===== config.mk =====
export PLATFORM = sky130hd
export DESIGN_NAME = rgb_to_hsv_convert
export DESIGN_NICKNAME = d
export VERILOG_FILES = /design/src/rtl/rhc_pkg.sv /design/src/rtl/rhc_front.sv /design/src/rtl/rhc_div_cell.sv /design/src/rtl/rgb_to_hsv_convert.sv
export VERILOG_INCLUDE_DIRS = /design/src /design/src/rtl
export SDC_FILE = /design/constraint.sdc
export NUM_CORES = 2
export LEC_CHECK = 0
export ABC_AREA = 1
export BUFFER_PORTS_ARGS = -buffer_cell sky130_fd_sc_hd__buf_2
export CAP_MARGIN = 20
export CELL_PAD_IN_SITES_DETAIL_PLACEMENT = 0
export CELL_PAD_IN_SITES_GLOBAL_PLACEMENT = 1
export CORE_UTILIZATION = 51
export CTS_CLUSTER_DIAMETER = 120
export DETAILED_ROUTE_END_ITERATION = 8
export HOLD_SLACK_MARGIN = 0.12
export PLACE_DENSITY = 0.85
export RECOVER_POWER = 25
export REMOVE_ABC_BUFFERS = 1
export SETUP_SLACK_MARGIN = 0.02
export SLEW_MARGIN = 20
export SYNTH_ARGS = -nofsm -noshare
export SYNTH_HDL_FRONTEND = slang
export SYNTH_SLANG_ARGS = --single-unit

===== constraint.sdc =====
create_clock -name clock -period 8.9 [get_ports clock]
set_input_delay 1.78 -clock clock [delete_from_list [all_inputs] [get_ports clock]]
set_output_delay 1.78 -clock clock [all_outputs]
set_load 0.03 [all_outputs]

===== src/rtl/rgb_to_hsv_convert_assert.svh =====
// Assertion macros for the RGB to HSV converter.
`ifndef RGB_TO_HSV_CONVERT_ASSERT_SVH
`define RGB_TO_HSV_CONVERT_ASSERT_SVH
`ifndef SYNTHESIS
// Implication checked on the same edge.
`define RHC_ASSERT_NOW(label, clk, rst, pre, post) \
   label: assert property (@(posedge clk) disable iff (rst) (pre) |-> (post)) \
      else $error("rgb_to_hsv_convert: check failed");
// Implication checked on the next edge.
`define RHC_ASSERT_NEXT(label, clk, rst, pre, post) \
   label: assert property (@(posedge clk) disable iff (rst) (pre) |=> (post)) \
      else $error("rgb_to_hsv_convert: check failed");
`else
`define RHC_ASSERT_NOW(label, clk, rst, pre, post)
`define RHC_ASSERT_NEXT(label, clk, rst, pre, post)
`endif
`endif


===== src/rtl/rhc_pkg.sv =====
// Types and constants shared by the RGB to HSV converter.
package rhc_pkg;

   localparam int CHANNEL_BITS = 8;
   localparam int FRAC_BITS    = 16;

   // Sextant constants 0.17, 0.33, 0.67 in Q0.FRAC_BITS, rounded to nearest
   localparam logic [FRAC_BITS-1:0] SEXT_C17 =
      FRAC_BITS'((17 * (2 ** FRAC_BITS) + 50) / 100);
   localparam logic [FRAC_BITS-1:0] SEXT_C33 =
      FRAC_BITS'((33 * (2 ** FRAC_BITS) + 50) / 100);
   localparam logic [FRAC_BITS-1:0] SEXT_C67 =
      FRAC_BITS'((67 * (2 ** FRAC_BITS) + 50) / 100);

   // which channel holds the maximum
   localparam logic [1:0] SEXT_RED   = 2'd0;
   localparam logic [1:0] SEXT_GREEN = 2'd1;
   localparam logic [1:0] SEXT_BLUE  = 2'd2;

   typedef struct packed {
      logic [CHANNEL_BITS-1:0] red;
      logic [CHANNEL_BITS-1:0] green;
      logic [CHANNEL_BITS-1:0] blue;
   } req_type;

   typedef struct packed {
      logic [FRAC_BITS-1:0]    hue;
      logic [FRAC_BITS-1:0]    saturation;
      logic [CHANNEL_BITS-1:0] brightness;
   } rsp_type;

   // state carried along the divider chain
   typedef struct packed {
      logic                    valid;
      logic [CHANNEL_BITS-1:0] brightness;
      logic [CHANNEL_BITS-1:0] sat_div;
      logic [CHANNEL_BITS-1:0] hue_div;
      logic [CHANNEL_BITS-1:0] sat_rem;
      logic [CHANNEL_BITS-1:0] hue_rem;
      logic [FRAC_BITS-1:0]    hue_low;
      logic [FRAC_BITS-1:0]    sat_q;
      logic [FRAC_BITS-1:0]    hue_q;
      logic [1:0]              sextant;
      logic                    neg;
      logic                    sat_zero;
      logic                    sat_full;
      logic                    hue_zero;
   } cell_type;

endpackage


===== src/rtl/rhc_front.sv =====
// Front end: max/min, sextant select, hue numerator product, divider seed.
module rhc_front (
   input  logic               clock,
   input  logic               reset,
   input  logic               in_valid,
   input  rhc_pkg::req_type   in_data,
   output rhc_pkg::cell_type  out
);
   localparam int CB = rhc_pkg::CHANNEL_BITS;
   localparam int FB = rhc_pkg::FRAC_BITS;

   typedef struct packed {
      logic          valid;
      logic [CB-1:0] mx;
      logic [CB-1:0] d;
      logic [CB-1:0] mag;
      logic [1:0]    sextant;
      logic          neg;
   } s1_type;

   s1_type                s1_ff, s1_in;
   rhc_pkg::cell_type     seed_ff, seed_in;
   logic [CB-1:0]         r, g, b, mn;
   logic [FB+CB-1:0]      prod;

   always_comb begin
      r = in_data.red;
      g = in_data.green;
      b = in_data.blue;
      s1_in       = '0;
      s1_in.valid = in_valid;
      if (r >= g && r >= b) begin
         s1_in.sextant = rhc_pkg::SEXT_RED;
         s1_in.mx      = r;
         mn            = (g < b) ? g : b;
         s1_in.neg     = b > g;
         s1_in.mag     = (b > g) ? CB'(b - g) : CB'(g - b);
      end else if (g >= b) begin
         s1_in.sextant = rhc_pkg::SEXT_GREEN;
         s1_in.mx      = g;
         mn            = (r < b) ? r : b;
         s1_in.neg     = r > b;
         s1_in.mag     = (r > b) ? CB'(r - b) : CB'(b - r);
      end else begin
         s1_in.sextant = rhc_pkg::SEXT_BLUE;
         s1_in.mx      = b;
         mn            = (r < g) ? r : g;
         s1_in.neg     = g > r;
         s1_in.mag     = (g > r) ? CB'(g - r) : CB'(r - g);
      end
      s1_in.d = CB'(s1_in.mx - mn);
   end

   // C17 * |numerator|; upper bits seed the hue remainder
   assign prod = {{CB{1'b0}}, rhc_pkg::SEXT_C17} * {{FB{1'b0}}, s1_ff.mag};

   always_comb begin
      seed_in            = '0;
      seed_in.valid      = s1_ff.valid;
      seed_in.brightness = s1_ff.mx;
      seed_in.sat_div    = s1_ff.mx;
      seed_in.hue_div    = s1_ff.d;
      seed_in.sat_rem    = s1_ff.d;
      seed_in.hue_rem    = prod[FB+CB-1:FB];
      seed_in.hue_low    = prod[FB-1:0];
      seed_in.sextant    = s1_ff.sextant;
      seed_in.neg        = s1_ff.neg;
      seed_in.sat_zero   = s1_ff.mx == '0;
      seed_in.sat_full   = (s1_ff.d == s1_ff.mx) && (s1_ff.mx != '0);
      seed_in.hue_zero   = s1_ff.d == '0;
   end

   always_ff @(posedge clock) begin
      if (reset) begin
         s1_ff   <= '0;
         seed_ff <= '0;
      end else begin
         s1_ff   <= s1_in;
         seed_ff <= seed_in;
      end
   end

   assign out = seed_ff;

endmodule


===== src/rtl/rhc_div_cell.sv =====
// One restoring-division cell: one saturation and one hue quotient bit.
`include "rgb_to_hsv_convert_assert.svh"

module rhc_div_cell (
   input  logic               clock,
   input  logic               reset,
   input  rhc_pkg::cell_type  cell_in,
   output rhc_pkg::cell_type  cell_out
);
   localparam int CB = rhc_pkg::CHANNEL_BITS;
   localparam int FB = rhc_pkg::FRAC_BITS;

   rhc_pkg::cell_type  cell_ff, cell_in_next;
   logic [CB:0]        sat_t, hue_t;
   logic               sat_ge, hue_ge;

   always_comb begin
      sat_t  = {cell_in.sat_rem, 1'b0};
      hue_t  = {cell_in.hue_rem, cell_in.hue_low[FB-1]};
      sat_ge = sat_t >= {1'b0, cell_in.sat_div};
      hue_ge = hue_t >= {1'b0, cell_in.hue_div};

      cell_in_next         = cell_in;
      cell_in_next.sat_rem = sat_ge ? CB'(sat_t - {1'b0, cell_in.sat_div}) : sat_t[CB-1:0];
      cell_in_next.hue_rem = hue_ge ? CB'(hue_t - {1'b0, cell_in.hue_div}) : hue_t[CB-1:0];
      cell_in_next.hue_low = {cell_in.hue_low[FB-2:0], 1'b0};
      cell_in_next.sat_q   = {cell_in.sat_q[FB-2:0], sat_ge};
      cell_in_next.hue_q   = {cell_in.hue_q[FB-2:0], hue_ge};
   end

   always_ff @(posedge clock) begin
      if (reset) begin
         cell_ff <= '0;
      end else begin
         cell_ff <= cell_in_next;
      end
   end

   assign cell_out = cell_ff;

   `RHC_ASSERT_NEXT(a_valid_moves, clock, reset, cell_in.valid, cell_ff.valid)
   `RHC_ASSERT_NOW(a_sat_rem_bound, clock, reset, cell_ff.valid && !cell_ff.sat_zero && !cell_ff.sat_full, cell_ff.sat_rem < cell_ff.sat_div)
   `RHC_ASSERT_NOW(a_hue_rem_bound, clock, reset, cell_ff.valid && !cell_ff.hue_zero, cell_ff.hue_rem < cell_ff.hue_div)

endmodule


===== src/rtl/rgb_to_hsv_convert.sv =====
// RGB to HSV converter top level: front end, divider cell chain, output stage.
// Pipeline: two front stages, one division cell per quotient bit, one output stage.
// Throughput: one transaction per clock outside reset; the division cell chain is fully pipelined.
// Reset: synchronous, active high, clears all valid bits; busy is high only during reset.
// The receiver cannot stall: rsp_strobe marks each result for exactly one cycle.
`include "rgb_to_hsv_convert_assert.svh"

module rgb_to_hsv_convert (
   input  logic              clock,
   input  logic              reset,
   input  logic              start,
   output logic              busy,
   input  rhc_pkg::req_type  req_data,
   output logic              rsp_strobe,
   output rhc_pkg::rsp_type  rsp_data
);
   localparam int FB = rhc_pkg::FRAC_BITS;

   // chain[0] is the seeded divider state, chain[FB] holds finished quotients
   rhc_pkg::cell_type  chain [FB+1];
   rhc_pkg::cell_type  tail;
   rhc_pkg::rsp_type   rsp_data_ff, rsp_data_in;
   logic               rsp_strobe_ff, rsp_strobe_in;
   logic               accept;
   logic [FB-1:0]      hue_term, hue_base;

   // no backpressure on either side; only reset holds off new transactions
   assign busy   = reset;
   assign accept = start && !busy;

   rhc_front u_front (
      .clock    (clock),
      .reset    (reset),
      .in_valid (accept),
      .in_data  (req_data),
      .out      (chain[0])
   );

   // one quotient bit per cell for both dividers
   for (genvar i = 0; i < FB; i++) begin : g_cell
      rhc_div_cell u_cell (
         .clock    (clock),
         .reset    (reset),
         .cell_in  (chain[i]),
         .cell_out (chain[i+1])
      );
   end

   assign tail = chain[FB];

   always_comb begin
      // truncation toward zero: divide the magnitude, then restore the sign
      hue_term = tail.neg ? FB'(~tail.hue_q + 1'b1) : tail.hue_q;
      unique case (tail.sextant)
         rhc_pkg::SEXT_RED:   hue_base = '0;
         rhc_pkg::SEXT_GREEN: hue_base = rhc_pkg::SEXT_C33;
         rhc_pkg::SEXT_BLUE:  hue_base = rhc_pkg::SEXT_C67;
         default:             hue_base = '0;
      endcase

      rsp_strobe_in          = tail.valid;
      rsp_data_in.brightness = tail.brightness;
      // modular add also does the wrap of a negative hue
      rsp_data_in.hue        = tail.hue_zero ? '0 : FB'(hue_base + hue_term);
      if (tail.sat_zero) begin
         rsp_data_in.saturation = '0;
      end else if (tail.sat_full) begin
         rsp_data_in.saturation = '1;
      end else begin
         rsp_data_in.saturation = tail.sat_q;
      end
   end

   always_ff @(posedge clock) begin
      rsp_data_ff <= rsp_data_in;
      if (reset) begin
         rsp_strobe_ff <= 1'b0;
      end else begin
         rsp_strobe_ff <= rsp_strobe_in;
      end
   end

   assign rsp_strobe = rsp_strobe_ff;
   assign rsp_data   = rsp_data_ff;

   `RHC_ASSERT_NOW(a_black_pixel, clock, reset, rsp_strobe_ff && rsp_data_ff.brightness == '0, rsp_data_ff.saturation == '0 && rsp_data_ff.hue == '0)
   `RHC_ASSERT_NEXT(a_tail_to_output, clock, reset, tail.valid, rsp_strobe_ff)
   `RHC_ASSERT_NOW(a_gray_hue, clock, reset, tail.valid && tail.hue_zero, rsp_data_in.hue == '0 && rsp_data_in.saturation != '1)

endmodule


# Word-level counts from Yosys, hierarchy flattened
# Index checks and enable logic that the tools add are counted.
# classes
mux	45
multipliers	1
n_reduce_logical	23
addsub	39
magnitude_cmp	41
eq_ne	3
bitwise_logic	16
# op_table
cell	count
8-bit two-way mux	40
8-bit subtractor	36
9-bit by 8-bit greater-or-equal comparator with 1-bit output	31
16-bit two-way mux	2
16-bit case mux with 2 select lines	1
2-bit OR reduction	16
8-bit greater-or-equal comparator	3
8-bit > comparator	3
8-bit < comparator	3
14-bit by 8-bit multiplier with 22-bit output (first input constant)	1
11-bit two-way mux	2
16-bit by 1-bit adder with 16-bit output (second input constant)	1
16-bit adder	1
8-bit zero test	2
16-bit inverter	1
1-bit inverter	15
8-bit equality test	1
7-bit by 8-bit greater-or-equal comparator with 1-bit output	1
8-bit nonzero test	1
7-bit by 8-bit subtractor with 8-bit output	1
1-bit logical AND	3
2-bit by 1-bit equality test with 1-bit output (second input constant)	1
2-bit equality test (second input constant)	1
1-bit zero test	1
# word_totals
output_inout_bits	42
wordCells	421
in_bits	27
ff_bits	1225

# Longest topological paths before layout
# logic_depth
depth_word	5
mapped_depth	26
mapped_depth_nobuf	25

# By module
# A second synthesis with hierarchy kept.
# hier_totals
hier_cells	9141
area_unflattened_um2	69798.2
# modules_own_cells
mod	area_per_inst_um2	cells_per_inst	n_inst	seq_area_each_um2
rhc_div_cell at g_cell[0].u_cell ...	3723.6	486	8	1881.8
rhc_div_cell at g_cell[13].u_cell ...	3759.9	486	7	1881.8
rhc_front	7637.3	1041	1	1461.4
rhc_div_cell at g_cell[12].u_cell	3762.4	486	1	1881.8
rgb_to_hsv_convert	2290.9	324	1	820.8

# Worst setup path before layout
# OpenSTA, ideal clock, no wires.
# synth_timing
kind	input -> register
startpoint	input port req_data[8] (netlist bit)
endpoint	register u_front.s1_ff[17] (netlist bit)
arrival_ps	4659
n_path_buf	1
setup_slack_ps	4172
path_stages	25
setup_ps	70
t_required_ps	8830
cell_sequence	inv_1 > ha_1 > fa_1 > inv_1 > nand3_1 > nand2_1 > nand2_2 > nand2_4 > nor2_8 > buf_4 > o221ai_1 > o21ai_0 > inv_1 > ha_1 > inv_1 > fa_1 > nand2_1 > inv_1 > o21ai_0 > nand2_1 > nand2_1 > nand2_1 > a21oi_1 > o21ai_0 > a21oi_1
# synth_via
elab_chain_len	5
elab_cells_between_ends	12
classes_between	add/sub (1); order compare (4); mux (6); reduce/logical (1)
# synth_rtl
item	line	source
from (decl)	rgb_to_hsv_convert.sv:13	input rhc_pkg::req_type req_data,
8-bit < comparator	rhc_front.sv:47	mn = (r < g) ? r : g;
8-bit two-way mux	rhc_front.sv:47	
8-bit two-way mux	rhc_front.sv:38	end else if (g >= b) begin
8-bit two-way mux	rhc_front.sv:32	if (r >= g && r >= b) begin
8-bit subtractor (*)	rhc_front.sv:51	s1_in.d = CB'(s1_in.mx - mn);
to (signal assigned)	rhc_front.sv:78	s1_ff <= s1_in;
to (decl)	rhc_front.sv:21	s1_type s1_ff, s1_in;
# Mark *: on every way between the ends. The rest lies on a longest branch, timed or not.
# A chain may end at the register's enable or synchronous reset.

# Worst setup path in the final report
# layout_timing
startpoint	input port reset
endpoint	output port busy
# layout_rtl
item	line	source
from (decl)	rgb_to_hsv_convert.sv:10	input logic reset,
to (decl)	rgb_to_hsv_convert.sv:12	output logic busy,
# No word-level cell between the ends.

==> key figures <==
Outcome
  • Status: finished with violations
  • Failing checks: capacitance limit, slew limit

Floorplan
  • Initial core utilization: 51.53%
  • IO Count: 69
  • Die Width: 309.1 um
  • Std cell rows: 112
  • Die area: 95530 sq um
  • Placeable core area: 93330 sq um
  • Die height: 309.1 um

Timing
  • Final hold vios: 0
  • Slew HR: -61.04%
  • Max-slew violation count: 45
  • Setup TNS: 0 ns
  • RSZ-0062 raised after global routing: false
  • Fin crit period: 5.682 ns
  • Setup violators final: 0
  • Fmax: 0.1760 GHz
  • Final period utilization: 63.85%
  • Clk_skew: 0.02197 ns
  • Worst slew pin tran: 2.416 ns

Min path
  • HP Start: g_cell[15].u_cell.cell_out[89]$_SDFF_PP0_
  • Worst hold path class: reg2reg

Synthesis
  • XOR/XNOR Fraction of Synth Area: 3.442%
  • Simple-gate portion of the synthesized area: 20.10%
  • EDFF count, synth: 0
  • Post-synth cell types: 60
  • Syn Inst Count: 6103
  • Ys flop type: dfxtp_1
  • Post-synthesis cell area: 48090 sq um
  • Post-synth ARST share: 0%
  • #FFs+latches synth: 1106
  • Compound-Gate Fraction of Synth Area: 7.576%
  • Yosys top cell by area: dfxtp_1
  • Adder-cell area share of the yosys netlist: 12.26%
  • Mux contribution to synthesized area: 0%
  • Top cells by count, synth: nor2_1 (1351), inv_1 (1163), dfxtp_1 (1106), nand2_1 (695), ha_1 (380)
  • Synth Warn #: 0
  • Register area share after synthesis: 46.04%
  • Area contributors post-synth: dfxtp_1 (46%), nor2_1 (11%), ha_1 (9.9%), inv_1 (9.1%), nand2_1 (5.4%)
  • Count leader, synth: nor2_1
  • Main combinational cell family by area after synthesis: simple AND/OR/NAND/NOR gates
  • Syn Area/Cell: 7.880 sq um
  • Share of Yosys cell area claimed by the top area cell type: 46.04%

Placement
  • Placer Congestion: 0.8837
  • Port bufs: 68
  • DP HPWL: 68510 um
  • Post-place instance area: 49460 sq um

Clock network
  • CTS Hold Bufs: 0
  • Clk buf depth: 3
  • Sink Count: 1106
  • TritonCTS clock tree: yes
  • H-tree levels: 3
  • PostCTS Resize Cnt: 0
  • Number of buffers created by CTS: 112
  • Post-CTS Setup Inserts: 0
  • Clk_lat worst skew: 0.68 ns
  • Clock-pin slew on the worst setup and hold paths: 0.06 ns
  • CTS root buf: clkbuf_16

Job
  • Max_cap viols: 1

Worst setup path
  • Slowest CP cell: clkbuf_1
  • CP Data Required Time: 7.12 ns
  • Buf/Inv on CP: 2
  • Critical path startpoint: reset
  • CP Capture Type: output pin
  • Worst EP arrival: 3.90 ns
  • Worst Reg-to-Reg Cells: 19
  • CP Max Fanout: 45
  • CP top delay family: buffers and inverters
  • Crit path cell chain: clkbuf_1 > buf_2
  • Worst R2R Start: u_front.s1_ff[8]$_SDFF_PP0_
  • Reg2reg setup slack: 4.82 ns
  • Critical Path Start Type: input pin
  • Delay of the slowest critical-path stage: 1.66 ns
  • Crit. path cell count: 2
  • RR Endpoint: u_front.out[59]$_SDFF_PP0_
  • CP endpoint: busy
  • Crit path kind: in2out

Power and ir drop
  • PwrDens: 316.8 nW/um^2
  • Max VDD drop: 173.3 uV
  • Pleak: 0.02475 uW

GRT
  • First-pass GRT wire length: 158900 um
  • Grt ovf: 0
  • Vias in the first global route: 33.62k
  • Initial antenna violation count: 0
  • GR Util All Layers: 19.98%
  • Pin count of the biggest net entering global routing: 247

Route
  • Pre-Repair DR Iteration Count: 7
  • Routed vias/inst: 4.633
  • Post-detailed-route count of antenna-violating nets: 0
  • Initial DRC count: 1702
  • DRC violations left: 0
  • Via Count: 34.73k
  • Post-Route WL: 93580 um
  • Routed wire length per instance: 12.49 um

Finish
  • Fill cells: 8695
  • Number of antenna diodes: 0
  • Design area: 53360 sq um
  • Layout cells sized above 1: 6.217%
  • Final nets: 6609
  • Area Growth Syn to Fin: 10.95%
-- logic make-up after synthesis --
logic type      count (synthesis)
compound gates                648
xor+xnor                      189
fa+ha+maj                     437
buf+inv                      1332
flops                        1106
simple gates                 2391
-- worst min path at each step --
stage	endpoint	slack, ns	depth (start not counted)
after floorplan	rsp_data[0]$_DFF_P_	0.31	0
after global placement	rsp_data[0]$_DFF_P_	0.31	0
after detailed placement	rsp_data[5]$_DFF_P_	0.31	0
after CTS	rsp_data[5]$_DFF_P_	0.33	0
after global routing	rsp_data[2]$_DFF_P_	0.33	0
final	rsp_data[3]$_DFF_P_	0.32	0
-- worst reg2reg max path: cells and delay by family, from the launching register on --
family,cells,cell delay (ns)
DFF,1,0.40
buffers and inverters,5,0.25
adders and majority gates,5,2.43
and+or+nand+nor,7,0.68
AOI/OAI and AO/OA,2,0.20
-- state kept, by name, indices dropped and copies added, names as in the netlist --
| signal | flops |
|---|---|
| u_front.out | 45 |
| rsp_data | 40 |
| u_front.s1_ff | 28 |
| rsp_strobe | 1 |
| g_cell.u_cell.cell_out | 992 |
-- through the flow --
step	std cells	setup WS, ns	util, %	power, uW	hold slack [ns]
after floorplan	5954	2.916	-	10790	0.3096
after global placement	7285	3.194	53.00	12060	0.3107
after detailed placement	7285	3.183	53.00	12140	0.3121
after CTS	7495	3.899	57.18	17070	0.3257
after global routing	7495	2.903	57.17	18330	0.3319
final	7495	3.218	57.17	16900	0.3250
-- layout by cell type (no fill, tap or decap), types with 114 or more instances in the layout --
cell,synthesis,final
clkbuf_16,0,114
nor2_1,1351,1351
inv_1,1163,1163
nand3_1,147,147
a21oi_1,290,290
dfxtp_1,1106,1106
ha_1,380,380
o21ai_0,184,184
xor2_1,161,161
nand2_1,695,695
-- final cells by class --
class	count	area [sq um]	share of cell area, %
multi-input cells	3665	20860	39.10
inverters	1183	4448	8.336
well taps	1254	1569	2.940
clock inverters	51	715.7	1.341
repair buffers	77	431.7	0.8090
clock buffers	159	3192	5.982
flip-flops and latches	1106	22140	41.50
-- where the power goes --
group          leakage (uW)  internal [uW]  total, uW  switching (uW)
Combinational        0.0138           2250       6100            3860
Sequential          0.00900           5620       5940             325
Clock               0.00192           2940       4850            1910
Total                0.0248          10800      16900            6090
-- per-layer routing --
| layer | vias up | track usage, % | routed length [um] |
|---|---|---|---|
| met2 | 485 | 34.85 | 43680 |
| met3 | 175 | 2.830 | 3091 |
| met4 | 0 | 6.643 | 2580 |
| met1 | 15370 | 25.21 | 44230 |
| met5 | - | 0 | 0 |
| li1 | 18700 | - | - |
No activity file was read; power rests on OpenSTA's default activity.
